--- src/rtl/sbm_pkg.sv ---
// shared types and constants of the stereo block matcher
package sbm_pkg;

  // fixed field widths
  localparam int PIX_W    = 8;
  localparam int CNT_W    = 12;
  localparam int RING_W   = 4;
  localparam int HALF_W   = 2;
  localparam int COORD_W  = 10;
  localparam int CFG_W    = 11;
  localparam int ROW_LIMIT = 1024;
  localparam int QUEUE_DEPTH = 2;

  // parameter defaults
  localparam int DEF_MAX_WIDTH  = 1024;
  localparam int DEF_MAX_WINDOW = 7;
  localparam int DEF_LINE_ROWS  = 8;

  // register reset values
  localparam logic [CFG_W-1:0] RST_WIDTH  = 11'd640;
  localparam logic [CFG_W-1:0] RST_HEIGHT = 11'd480;
  localparam logic [2:0]       RST_WINDOW = 3'd5;

  // register indexes
  typedef enum logic [1:0] {
    CFG_WIDTH  = 2'd0,
    CFG_HEIGHT = 2'd1,
    CFG_WINDOW = 2'd2
  } cfg_idx_e;

  // classified item handed from front to back
  typedef struct packed {
    logic [PIX_W-1:0]   left_pix;
    logic [PIX_W-1:0]   right_pix;
    logic [CNT_W-1:0]   col;
    logic [CNT_W-1:0]   width;
    logic [RING_W-1:0]  ring;
    logic [HALF_W-1:0]  half;
    logic               valid;
    logic [COORD_W-1:0] out_row;
    logic [COORD_W-1:0] out_col;
  } cmd_t;

  // result item
  typedef struct packed {
    logic               valid_res;
    logic [COORD_W-1:0] out_row;
    logic [COORD_W-1:0] out_col;
    logic [COORD_W-1:0] disparity;
  } res_t;

endpackage

--- src/rtl/sbm_fifo.sv ---
// short command queue between front and back
module sbm_fifo import sbm_pkg::*; (
  input  logic clk_i,
  input  logic rst_ni,
  input  logic push_i,
  input  cmd_t data_i,
  output logic full_o,
  input  logic pop_i,
  output cmd_t data_o,
  output logic empty_o
);
  localparam int AW = $clog2(QUEUE_DEPTH);

  cmd_t            mem_q [QUEUE_DEPTH];
  logic [AW-1:0]   wr_q, rd_q;
  logic [AW:0]     cnt_q;

  assign full_o  = (cnt_q == (AW+1)'(QUEUE_DEPTH));
  assign empty_o = (cnt_q == '0);
  assign data_o  = mem_q[rd_q];

  // storage
  always_ff @(posedge clk_i) begin
    if (push_i) begin
      mem_q[wr_q] <= data_i;
    end
  end

  // pointers and fill count
  always_ff @(posedge clk_i or negedge rst_ni) begin
    if (!rst_ni) begin
      wr_q  <= '0;
      rd_q  <= '0;
      cnt_q <= '0;
    end else begin
      if (push_i) begin
        wr_q <= (wr_q == AW'(QUEUE_DEPTH-1)) ? '0 : wr_q + 1'b1;
      end
      if (pop_i) begin
        rd_q <= (rd_q == AW'(QUEUE_DEPTH-1)) ? '0 : rd_q + 1'b1;
      end
      cnt_q <= cnt_q + (AW+1)'(push_i) - (AW+1)'(pop_i);
    end
  end
endmodule

--- config.mk ---
export PLATFORM = sky130hd
export DESIGN_NAME = sbm_fifo
export DESIGN_NICKNAME = d
export VERILOG_FILES = /design/src/rtl/sbm_pkg.sv /design/src/rtl/sbm_fifo.sv
export SDC_FILE = /design/constraint.sdc
export NUM_CORES = 1
export LEC_CHECK = 0
export ABC_AREA = 0
export BUFFER_PORTS_ARGS = -buffer_cell sky130_fd_sc_hd__buf_2
export CORE_MARGIN = 4
export CORE_UTILIZATION = 52
export DETAILED_ROUTE_END_ITERATION = 12
export MAX_ROUTING_LAYER = met4
export PLACE_DENSITY_LB_ADDON = 0.1
export SLEW_MARGIN = 20
export SYNTH_ARGS = -nofsm -noshare
export SYNTH_HDL_FRONTEND = slang
export SYNTH_SLANG_ARGS = --single-unit
--- constraint.sdc ---
create_clock -name clk_i -period 5.3 [get_ports clk_i]
set_input_delay 0.795 -clock clk_i [delete_from_list [all_inputs] [get_ports clk_i]]
set_output_delay 0.795 -clock clk_i [all_outputs]
set_load 0.005 [all_outputs]
==> metrics.md <==
| Metric | Value |
|---|---|
| Fin util | `0.694` |
| Clk sink count | `138` |
| Post-Syn Area | `5120 µm²` |
| Max Freq | `334 MHz` |
| Synth Area in Simple Gates | `0.00440` |
| Setup violations, final | `0` |
| Clk root buf | `clkbuf_8` |
| WP buf/inv | `1` |
| YS warnings | `0` |
| Die W | `107 µm` |
| Clk_lat worst skew | `0.50 ns` |
| Max-slew headroom | `0.324` |
| Core ar. | `9420 µm²` |
| Via count | `2,541` |
| Buffers on Ports | `139` |
| Initial Util | `0.544` |
| Post_cts resized | `0` |
| Yosys top cell area share | `0.786` |
| CP Max Fanout | `68` |
| # IOs | `140` |
| Required @ worst endpoint | `4.51 ns` |
| 1st-iter DRT viols | `94` |
| Row count | `35` |
| Drc violations | `0` |
| Post-DR vias/cell | `4.91` |
| Setup Fix Bufs, Post-CTS | `0` |
| CP delay by family, top | `flip-flops` |
| Commonest non-fill, non-tap cell in the layout | `buf_2` |
| Pwr/cell area | `543 nW/µm²` |
| Worst path cell trace | `mux2_2 > buf_2` |
| Seq cells post-synth | `138` |
| Initial antenna violation count | `0` |
| Status | `complete, no violations` |
| Worst VDD drop | `0.473 mV` |
| Xor/xnor share of the synthesized area | `0.00806` |
| Post-synthesis compound-gate area fraction | `0` |
| HP Class | `primary input to async pin` |
| Clock transition at the registers of the reported paths | `0.06 ns` |
| Slowest-stage cell, CP | `dfrtp_4` |
| Adder-Cell Fraction of Synth Area | `0.00489` |
| Cts bufs inserted | `17` |
| Max stage delay on crit path | `1.09 ns` |
| RSZ-0062 raised after global routing | `false` |
| Post-Route WL | `8730 µm` |
| WS Path Type | `register to primary output` |
| Clk_skew | `0.00554 ns` |
| Nets | `449` |
| Setup crit start | `rd_q` |
| H-tree Lvls | `4` |
| Gpl congestion | `0.711` |
| Type of origin of the critical path | `register` |
| Area growth syn-to-layout | `27.6%` |
| Final ANT Viol Nets | `0` |
| Die ar. | `11,500 µm²` |
| Synth area leader | `edfxtp_1` |
| Clock Path Buffers | `2` |
| Cell variety after synth | `14` |
| Leakage dissipation | `2.56 nW` |
| Mux contribution to synthesized area | `0.162` |
| Largest cells by area after synthesis | `edfxtp_1 79%, mux2_2 10%, mux2_4 5.9%` |
| Die height | `107 µm` |
| Slew Limit Fails | `0` |
| MaxCap Viol Count | `0` |
| First-pass detailed-route iteration total | `4` |
| Hold Fails Final Rpt | `0` |
| Register area share after synthesis | `0.805` |
| Syn nets | `297` |
| Period utilization | `0.565` |
| Worst setup EP type | `primary output` |
| Number of global-route vias before repair | `2,752` |
| Worst reg2reg setup slack | `3.48 ns` |
| Final TNS setup | `0 ns` |
| Average wire per standard cell | `16.8 µm` |
| Mean Syn Cell Area | `22.9 µm²` |
| Most frequent cells in the layout | `139 x buf_2, 134 x edfxtp_1, 47 x mux2_2` |
| FF-to-FF Start | `wr_q` |
| Layout cell share with drive strength beyond 1 | `0.617` |
| Mapped Cells | `224` |
| Hold_ws | `0.0816 ns` |
| Grt ovf | `0` |
| TritonCTS clock tree | `built` |
| Slew @ Worst Pin | `1.01 ns` |
| Hold buffer count at cts | `0` |
| Largest family of logic cells by synthesized area | `multiplexers` |
| Final min period | `2.99 ns` |
| Largest net degree at the start of global routing | `69` |
| First-pass GRT wire length | `13,500 µm` |
| End of the worst register-to-register path | `mem_q[0][7]` |
| N_diodes | `0` |
| DP Wirelength | `5590 µm` |
| Overall Global Routing Usage | `0.163` |
| CP arrival | `2.20 ns` |
| Reg2Reg Depth | `3` |
metrics by stage:
step / setup slack, ns / total power [W] / cells / instance area (µm²)
finish: 2.31 / 0.00355 / 518 / 6540
global route: 2.20 / 0.00373 / 518 / 6540
CTS: 2.28 / 0.00359 / 517 / 6520
detailed placement: 2.51 / 0.00244 / 485 / 5930
global placement: 2.52 / 0.00242 / 485 / 5930
floorplan: 1.06 / 0.00212 / 224 / 5120
layer usage:
layer,track usage,share of wire,vias to the layer above
met5,-,0,-
li1,-,-,1190
met4,0.0493,0.0070,0
met1,0.176,0.39,1252
met3,0.0624,0.075,7
met2,0.279,0.53,92
state kept, by name (all words and copies together) (netlist names):
| register | cells |
|---|---|
| mem_q | 134 |
| cnt_q | 2 |
| rd_q | 1 |
| wr_q | 1 |
cell usage after synthesis:
cell	number
buf_8	2
mux2_4	20
dfrtp_1	4
ha_1	2
inv_1	2
mux2_2	47
xor2_1	2
nor2_1	1
nor2b_1	2
and2_1	1
xor3_1	1
buf_6	2
edfxtp_1	134
buf_2	4
worst max path at each step:
stage,endpoint,slack [ns],cells past startpoint
after CTS,data_o[13],2.28,2
after global placement,mem_q[0][65],2.52,3
after floorplan,mem_q[0][0],1.06,1
after global routing,data_o[13],2.20,2
after detailed placement,mem_q[0][65],2.51,3
final,data_o[12],2.31,2
cell families after synthesis:
logic type / Yosys count
XOR/XNOR: 3
flip-flops: 138
multiplexers: 67
adder cells (fa/ha/maj): 2
AND/OR/NAND/NOR: 4
buffers and inverters: 10
where the power goes:
group	total (W)	switching, W	internal [W]
clock	0.00115	0.000426	0.000720
combinational	0.000784	0.000310	0.000474
sequential	0.00162	0.000164	0.00145
final cells by class:
class / instances / area [µm²]
Fill cell: 623 / 2880
Inverter: 2 / 7.51
Sequential cell: 138 / 4130
Tap cell: 129 / 161
Clock inverter: 13 / 165
Multi-Input combinational cell: 76 / 928
Timing Repair Buffer: 141 / 723
Clock buffer: 19 / 422
No activity file was read; power rests on OpenSTA's default activity.
