==> config.mk <==
export PLATFORM = sky130hd
export DESIGN_NAME = sbm_front_flat
export DESIGN_NICKNAME = d
export VERILOG_FILES = /design/src/rtl/sbm_pkg.sv /design/src/rtl/sbm_if.sv /design/src/rtl/sbm_front.sv /design/src/flat_wrapper.sv
export SDC_FILE = /design/constraint.sdc
export NUM_CORES = 1
export LEC_CHECK = 0
export ABC_AREA = 1
export BUFFER_PORTS_ARGS = -buffer_cell sky130_fd_sc_hd__buf_2
export CAP_MARGIN = 20
export CORE_MARGIN = 1
export CORE_UTILIZATION = 50
export CTS_CLUSTER_DIAMETER = 100
export DETAILED_ROUTE_END_ITERATION = 16
export PLACE_DENSITY = 0.84
export SLEW_MARGIN = 40
export SYNTH_ARGS = -nofsm -noshare
export SYNTH_HDL_FRONTEND = slang
export SYNTH_SLANG_ARGS = --single-unit
==> constraint.sdc <==
create_clock -name clk_i -period 9.71 [get_ports clk_i]
set_clock_uncertainty 0.2 [all_clocks]
set_input_delay 0.4855 -clock clk_i [delete_from_list [all_inputs] [get_ports clk_i]]
set_output_delay 0.4855 -clock clk_i [all_outputs]
set_load 0.03 [all_outputs]
==> src/rtl/sbm_pkg.sv <==
// shared types and constants of the stereo block matcher
package sbm_pkg;

  // fixed field widths
  localparam int PIX_W    = 8;
  localparam int CNT_W    = 12;
  localparam int RING_W   = 4;
  localparam int HALF_W   = 2;
  localparam int COORD_W  = 10;
  localparam int CFG_W    = 11;
  localparam int ROW_LIMIT = 1024;
  localparam int QUEUE_DEPTH = 2;

  // parameter defaults
  localparam int DEF_MAX_WIDTH  = 1024;
  localparam int DEF_MAX_WINDOW = 7;
  localparam int DEF_LINE_ROWS  = 8;

  // register reset values
  localparam logic [CFG_W-1:0] RST_WIDTH  = 11'd640;
  localparam logic [CFG_W-1:0] RST_HEIGHT = 11'd480;
  localparam logic [2:0]       RST_WINDOW = 3'd5;

  // register indexes
  typedef enum logic [1:0] {
    CFG_WIDTH  = 2'd0,
    CFG_HEIGHT = 2'd1,
    CFG_WINDOW = 2'd2
  } cfg_idx_e;

  // classified item handed from front to back
  typedef struct packed {
    logic [PIX_W-1:0]   left_pix;
    logic [PIX_W-1:0]   right_pix;
    logic [CNT_W-1:0]   col;
    logic [CNT_W-1:0]   width;
    logic [RING_W-1:0]  ring;
    logic [HALF_W-1:0]  half;
    logic               valid;
    logic [COORD_W-1:0] out_row;
    logic [COORD_W-1:0] out_col;
  } cmd_t;

  // result item
  typedef struct packed {
    logic               valid_res;
    logic [COORD_W-1:0] out_row;
    logic [COORD_W-1:0] out_col;
    logic [COORD_W-1:0] disparity;
  } res_t;

endpackage

==> src/rtl/sbm_if.sv <==
// stream interfaces for pixel pairs and disparity results
interface sbm_in_if;
  logic       valid;
  logic       ready;
  logic       frame_start;
  logic [7:0] left_pixel;
  logic [7:0] right_pixel;
  modport source (output valid, frame_start, left_pixel, right_pixel, input ready);
  modport sink   (input valid, frame_start, left_pixel, right_pixel, output ready);
endinterface


==> src/rtl/sbm_front.sv <==
// front end: raster counters and edge classification of each item
module sbm_front import sbm_pkg::*; #(
  parameter int MAX_WIDTH  = DEF_MAX_WIDTH,
  parameter int MAX_WINDOW = DEF_MAX_WINDOW,
  parameter int LINE_ROWS  = DEF_LINE_ROWS
) (
  input  logic             clk_i,
  input  logic             rst_ni,
  sbm_in_if.sink           in_i,
  input  logic [CFG_W-1:0] width_i,
  input  logic [CFG_W-1:0] height_i,
  input  logic [2:0]       window_i,
  input  logic             full_i,
  output logic             push_o,
  output cmd_t             cmd_o
);
  localparam int CW = $clog2(MAX_WIDTH);
  localparam int BW = $clog2(LINE_ROWS);

  logic [CW-1:0]      col_q, col_d, c;
  logic [COORD_W-1:0] row_q, row_d, r;
  logic [BW-1:0]      ring_q, ring_d, ring;
  logic [CFG_W-1:0]   w_eff, h_eff;
  logic [2:0]         win, two_h;
  logic [HALF_W-1:0]  half;
  logic               valid;

  assign in_i.ready = !full_i;
  assign push_o     = in_i.valid && !full_i;

  // clamp geometry
  always_comb begin
    w_eff = (13'(width_i) > 13'(MAX_WIDTH)) ? CFG_W'(MAX_WIDTH) : width_i;
    h_eff = (13'(height_i) > 13'(ROW_LIMIT)) ? CFG_W'(ROW_LIMIT) : height_i;
    win   = (32'(window_i) > MAX_WINDOW) ? 3'(MAX_WINDOW) : window_i;
    half  = win[2:1];
    two_h = {half, 1'b0};
  end

  // position of this item and edge check
  always_comb begin
    r     = in_i.frame_start ? '0 : row_q;
    c     = in_i.frame_start ? '0 : col_q;
    ring  = in_i.frame_start ? '0 : ring_q;
    valid = (11'(r) >= 11'(two_h)) && (13'(c) >= 13'(half)) &&
            (13'(c) + 13'(half) < 13'(w_eff));
    cmd_o.left_pix  = in_i.left_pixel;
    cmd_o.right_pix = in_i.right_pixel;
    cmd_o.col       = CNT_W'(c);
    cmd_o.width     = CNT_W'(w_eff);
    cmd_o.ring      = RING_W'(ring);
    cmd_o.half      = half;
    cmd_o.valid     = valid;
    cmd_o.out_row   = valid ? r - COORD_W'(two_h) : '0;
    cmd_o.out_col   = valid ? COORD_W'(13'(c) - 13'(half)) : '0;
  end

  // counter advance
  always_comb begin
    col_d  = c + 1'b1;
    row_d  = r;
    ring_d = ring;
    if (13'(c) + 13'd1 >= 13'(w_eff)) begin
      col_d = '0;
      if (11'(r) + 11'd1 >= 11'(h_eff)) begin
        row_d  = '0;
        ring_d = '0;
      end else begin
        row_d  = r + 1'b1;
        ring_d = (ring == BW'(LINE_ROWS-1)) ? '0 : ring + 1'b1;
      end
    end
  end

  always_ff @(posedge clk_i or negedge rst_ni) begin
    if (!rst_ni) begin
      col_q  <= '0;
      row_q  <= '0;
      ring_q <= '0;
    end else if (push_o) begin
      col_q  <= col_d;
      row_q  <= row_d;
      ring_q <= ring_d;
    end
  end
endmodule

==> src/flat_wrapper.sv <==
// flat-port wrapper written by rule: the top's interface ports become plain ports
module sbm_front_flat import sbm_pkg::*;
#(
  parameter int MAX_WIDTH  = DEF_MAX_WIDTH,
  parameter int MAX_WINDOW = DEF_MAX_WINDOW,
  parameter int LINE_ROWS  = DEF_LINE_ROWS
)
  (clk_i, rst_ni, width_i, height_i, window_i, full_i, push_o, cmd_o, in_i_valid, in_i_frame_start, in_i_left_pixel, in_i_right_pixel, in_i_ready);
  sbm_in_if in_i_i ();
  input  logic clk_i;
  input  logic rst_ni;
  input  logic [CFG_W-1:0] width_i;
  input  logic [CFG_W-1:0] height_i;
  input  logic [2:0] window_i;
  input  logic full_i;
  output logic push_o;
  output cmd_t cmd_o;
  input wire logic [$bits(in_i_i.valid)-1:0] in_i_valid;
  input wire logic [$bits(in_i_i.frame_start)-1:0] in_i_frame_start;
  input wire logic [$bits(in_i_i.left_pixel)-1:0] in_i_left_pixel;
  input wire logic [$bits(in_i_i.right_pixel)-1:0] in_i_right_pixel;
  output wire logic [$bits(in_i_i.ready)-1:0] in_i_ready;
  assign in_i_i.valid = in_i_valid;
  assign in_i_i.frame_start = in_i_frame_start;
  assign in_i_i.left_pixel = in_i_left_pixel;
  assign in_i_i.right_pixel = in_i_right_pixel;
  assign in_i_ready = in_i_i.ready;
  sbm_front #(.MAX_WIDTH(MAX_WIDTH), .MAX_WINDOW(MAX_WINDOW), .LINE_ROWS(LINE_ROWS)) u_core (.clk_i(clk_i), .rst_ni(rst_ni), .in_i(in_i_i), .width_i(width_i), .height_i(height_i), .window_i(window_i), .full_i(full_i), .push_o(push_o), .cmd_o(cmd_o));
endmodule
==> impl_metrics.env <==
export IMPL_fmaxAchievable_mhz=196
export IMPL_diodes=0
export IMPL_crit_arrival_ns=4.42
export IMPL_port_buffer_count=77
export IMPL_fp_row_count=30
export IMPL_fin_crit_ns=5.10
export IMPL_grt_use_met3_pct=2.60
export IMPL_synth_edf_count=0
export IMPL_yosysSeqAreaShare_pct=16.5
export IMPL_first_iter_violations=310
export IMPL_p_sw_mw=0.285
export IMPL_place_area_um2=3730
export IMPL_gp_congestion=0.938
export IMPL_grt_pass1_wl_mm=14.8
export IMPL_path_depth=24
export IMPL_drt_wl_total_mm=8.79
export IMPL_synthArstFlopShare_pct=100
export IMPL_dr_pass1_iters=6
export IMPL_power_mw=0.527
export IMPL_cp_end_kind="output port"
export IMPL_grt_pass1_vias=3202
export IMPL_drv_cap=0
export IMPL_whs_path_depth=2
export IMPL_cts_setup_buffers=0
export IMPL_vias_per_cell=5.47
export IMPL_p_leak_nw=2.25
export IMPL_die_area_um2=7320
export IMPL_yosysWarnings=0
export IMPL_syn_avg_cell_area_um2=6.64
export IMPL_clk_latency_ns=0.27
export IMPL_crit_top_cell="nand2_1"
export IMPL_grt_overflow_total=0
export IMPL_track_usage_pct=24.6
export IMPL_finalHoldViolations=0
export IMPL_synth_cell_types=37
export IMPL_ys_seq_elements=23
export IMPL_crit_chain="buf_2 -> inv_2 -> nand2_4 -> inv_2 -> nand2_1 -> nand2_1 -> ha_1 -> inv_1 -> nand2_1 -> nand3_1 -> nor3_1 -> nand3_1 -> xor2_1 -> ha_1 -> nand2_1 -> inv_1 -> o21ai_0 -> a21oi_1 -> a211oi_1 -> nand2_1 -> inv_1 -> nand3_2 -> a21oi_1 -> buf_2"
export IMPL_slew_violations=0
export IMPL_met1_usage_pct=33.0
export IMPL_nets=662
export IMPL_worst_path_buf_inv=7
export IMPL_finalSetupTns_ns=0
export IMPL_path_clk_slew_ns=0.08
export IMPL_ant_nets=0
export IMPL_die_height_um=85.6
export IMPL_hold_class="flop to flop"
export IMPL_cp_required_ns=9.02
export IMPL_cts_root_buf="clkbuf_8"
export IMPL_power_density_nw_per_um2=139
export IMPL_synth_cell_area_um2=3490
export IMPL_post_route_period_util_pct=52.5
export IMPL_tritoncts="yes"
export IMPL_ir_drop_v=0.000105
export IMPL_synthFlopType="dfrtp_1"
export IMPL_use_met2_pct=41.5
export IMPL_initial_core_util_pct=51.7
export IMPL_critical_path_max_stage_delay_ns=0.35
export IMPL_core_um2=6760
export IMPL_fin_area_um2=3790
export IMPL_utilization_pct=56.1
export IMPL_r2r_worst_path_cells=17
export IMPL_rsz0062_at_grt="false"
export IMPL_crit_family="simple AND/OR/NAND/NOR gates"
export IMPL_pre_cts_slack_ns=4.72
export IMPL_numCtsBuffers=3
export IMPL_cts_sinks=23
export IMPL_drive_gt1_share_pct=23.0
export IMPL_ios=115
export IMPL_synthCells=526
export IMPL_pwr_share_seq_pct=23.1
export IMPL_status="complete, no violations"
export IMPL_drc=0
export IMPL_finalSetupViolCount=0
export IMPL_h_tree_depth=1
export IMPL_switching_share_pct=54.2
export IMPL_p_int_mw=0.241
export IMPL_fin_ws_ns=4.61
export IMPL_power_frac_comb_pct=65.3
export IMPL_fin_cells=655
export IMPL_clk_path_buf_depth=2
export IMPL_area_growth_pct=8.42
export IMPL_post_dp_hpwl_mm=7.13
export IMPL_hold_ws_ns=0.289
export IMPL_vias=3585
export IMPL_antenna_found_initial=0
export IMPL_worst_pin_slew_ns=0.703
export IMPL_fp_dieW_um=85.6
export IMPL_path_class="primary input to output port"
export IMPL_grt_max_degree=31
export IMPL_wl_per_cell_um=13.4
export IMPL_place_inst=650
export IMPL_slowest_stage="nand3_2"
export IMPL_path_max_fanout=21
export IMPL_relSlewSlack_pct=53.1
export IMPL_busiest_layer="met2"
export IMPL_cp_start_kind="primary input"
export IMPL_p_clk_share_pct=11.6
-- final timing paths --
| path | from | end | slack (ns) |
|---|---|---|---|
| max in group asynchronous | rst_ni | u_core.col_q[5]$_DFFE_PN0P_ | 8.45 |
| worst max register to register | u_core.col_q[1]$_DFFE_PN0P_ | u_core.col_q[4]$_DFFE_PN0P_ | 5.92 |
| min in group asynchronous | rst_ni | u_core.row_q[5]$_DFFE_PN0P_ | 0.52 |
| worst min register to register | u_core.ring_q[1]$_DFFE_PN0P_ | u_core.ring_q[1]$_DFFE_PN0P_ | 0.29 |
| worst min-delay path | u_core.ring_q[1]$_DFFE_PN0P_ | u_core.ring_q[1]$_DFFE_PN0P_ | 0.29 |
| worst max-delay path | in_i_frame_start | cmd_o[16] | 4.61 |
-- routing by layer --
layer	wire, µm	vias up	part of all wire [%]
met1	3900	1648	44
met3	585	20	6.7
met2	4110	167	47
met5	0	-	0
li1	-	1750	-
met4	185	0	2.1
-- cells in the mapped netlist (all sizes together) (9+ instances only) --
library cell	count	share of area [%]
xor2	30	7.5
nand4	9	1.6
nand2	139	17
ha	39	14
a21oi	19	2.8
nor2	62	7.7
buf	30	6.8
o21ai	17	2.4
dfrtp	23	16
nor3	10	2.0
inv	72	7.7
nand3	47	7.9
-- placed cells by master, fill, tap and decap left out, types with 10 or more instances in the layout --
master	instances
ha_1	39
nand2_1	122
dfrtp_1	23
o21ai_0	10
buf_2	77
inv_1	62
nand2_2	13
nand3_1	39
xor2_1	30
nor2_1	53
a21oi_1	18
inv_2	10
-- worst reg2reg max path, cell delays in order, from the launching register on --
cell and delay [ns]:
dfrtp_1 0.40, nand2_4 0.09, nor2_2 0.13, nand2_1 0.14, nor2_2 0.15, nand2_1 0.10
nor2_1 0.20, nand2_1 0.10, xor2_1 0.21, ha_1 0.28, a21oi_1 0.14, o21a_1 0.14
o21ai_0 0.13, nor2_2 0.60, nand2_4 0.29, inv_2 0.21, nand3_1 0.08, o21ai_0 0.11
-- power by group through the flow --
stage | registers (mW) | clock network [mW] | logic, mW
global route | 0.123 | 0.0666 | 0.378
floorplan | 0.121 | 0 | 0.282
CTS | 0.121 | 0.0627 | 0.344
finish | 0.122 | 0.0609 | 0.344
global placement | 0.122 | 0 | 0.333
detailed placement | 0.123 | 0 | 0.342
-- sequential cells by signal, indices dropped and copies added, names as in the netlist --
| register | count |
|---|---|
| u_core.col_q | 10 |
| u_core.ring_q | 3 |
| u_core.row_q | 10 |
-- repair_timing --
item | CTS | global route
gates resized for setup | 0 | 0
hold buffers | 1 | 0
hold endpoints to repair | 23 | 0
-- logic make-up (layout without fill, tap and decap cells) --
family	Yosys count	count (layout)	synth area share, %
other	1	4	0.107
flip-flops	23	23	16.5
AO/OA/AOI/OAI	44	44	7.31
XOR/XNOR	34	34	8.52
adder cells (fa/ha/maj)	40	40	14.5
AND/OR/NAND/NOR	276	276	37.9
buffers and inverters	108	154	15.2
-- cell type report --
class,count,area [µm²]
clock buffers,3,41.3
clock inverters,1,5.00
fillers,647,2970
inverters,72,270
multi-input cells,398,2400
flip-flops and latches,23,576
well taps,80,100
repair buffers,78,395
Note: power is estimated with default switching activity, not from simulation.
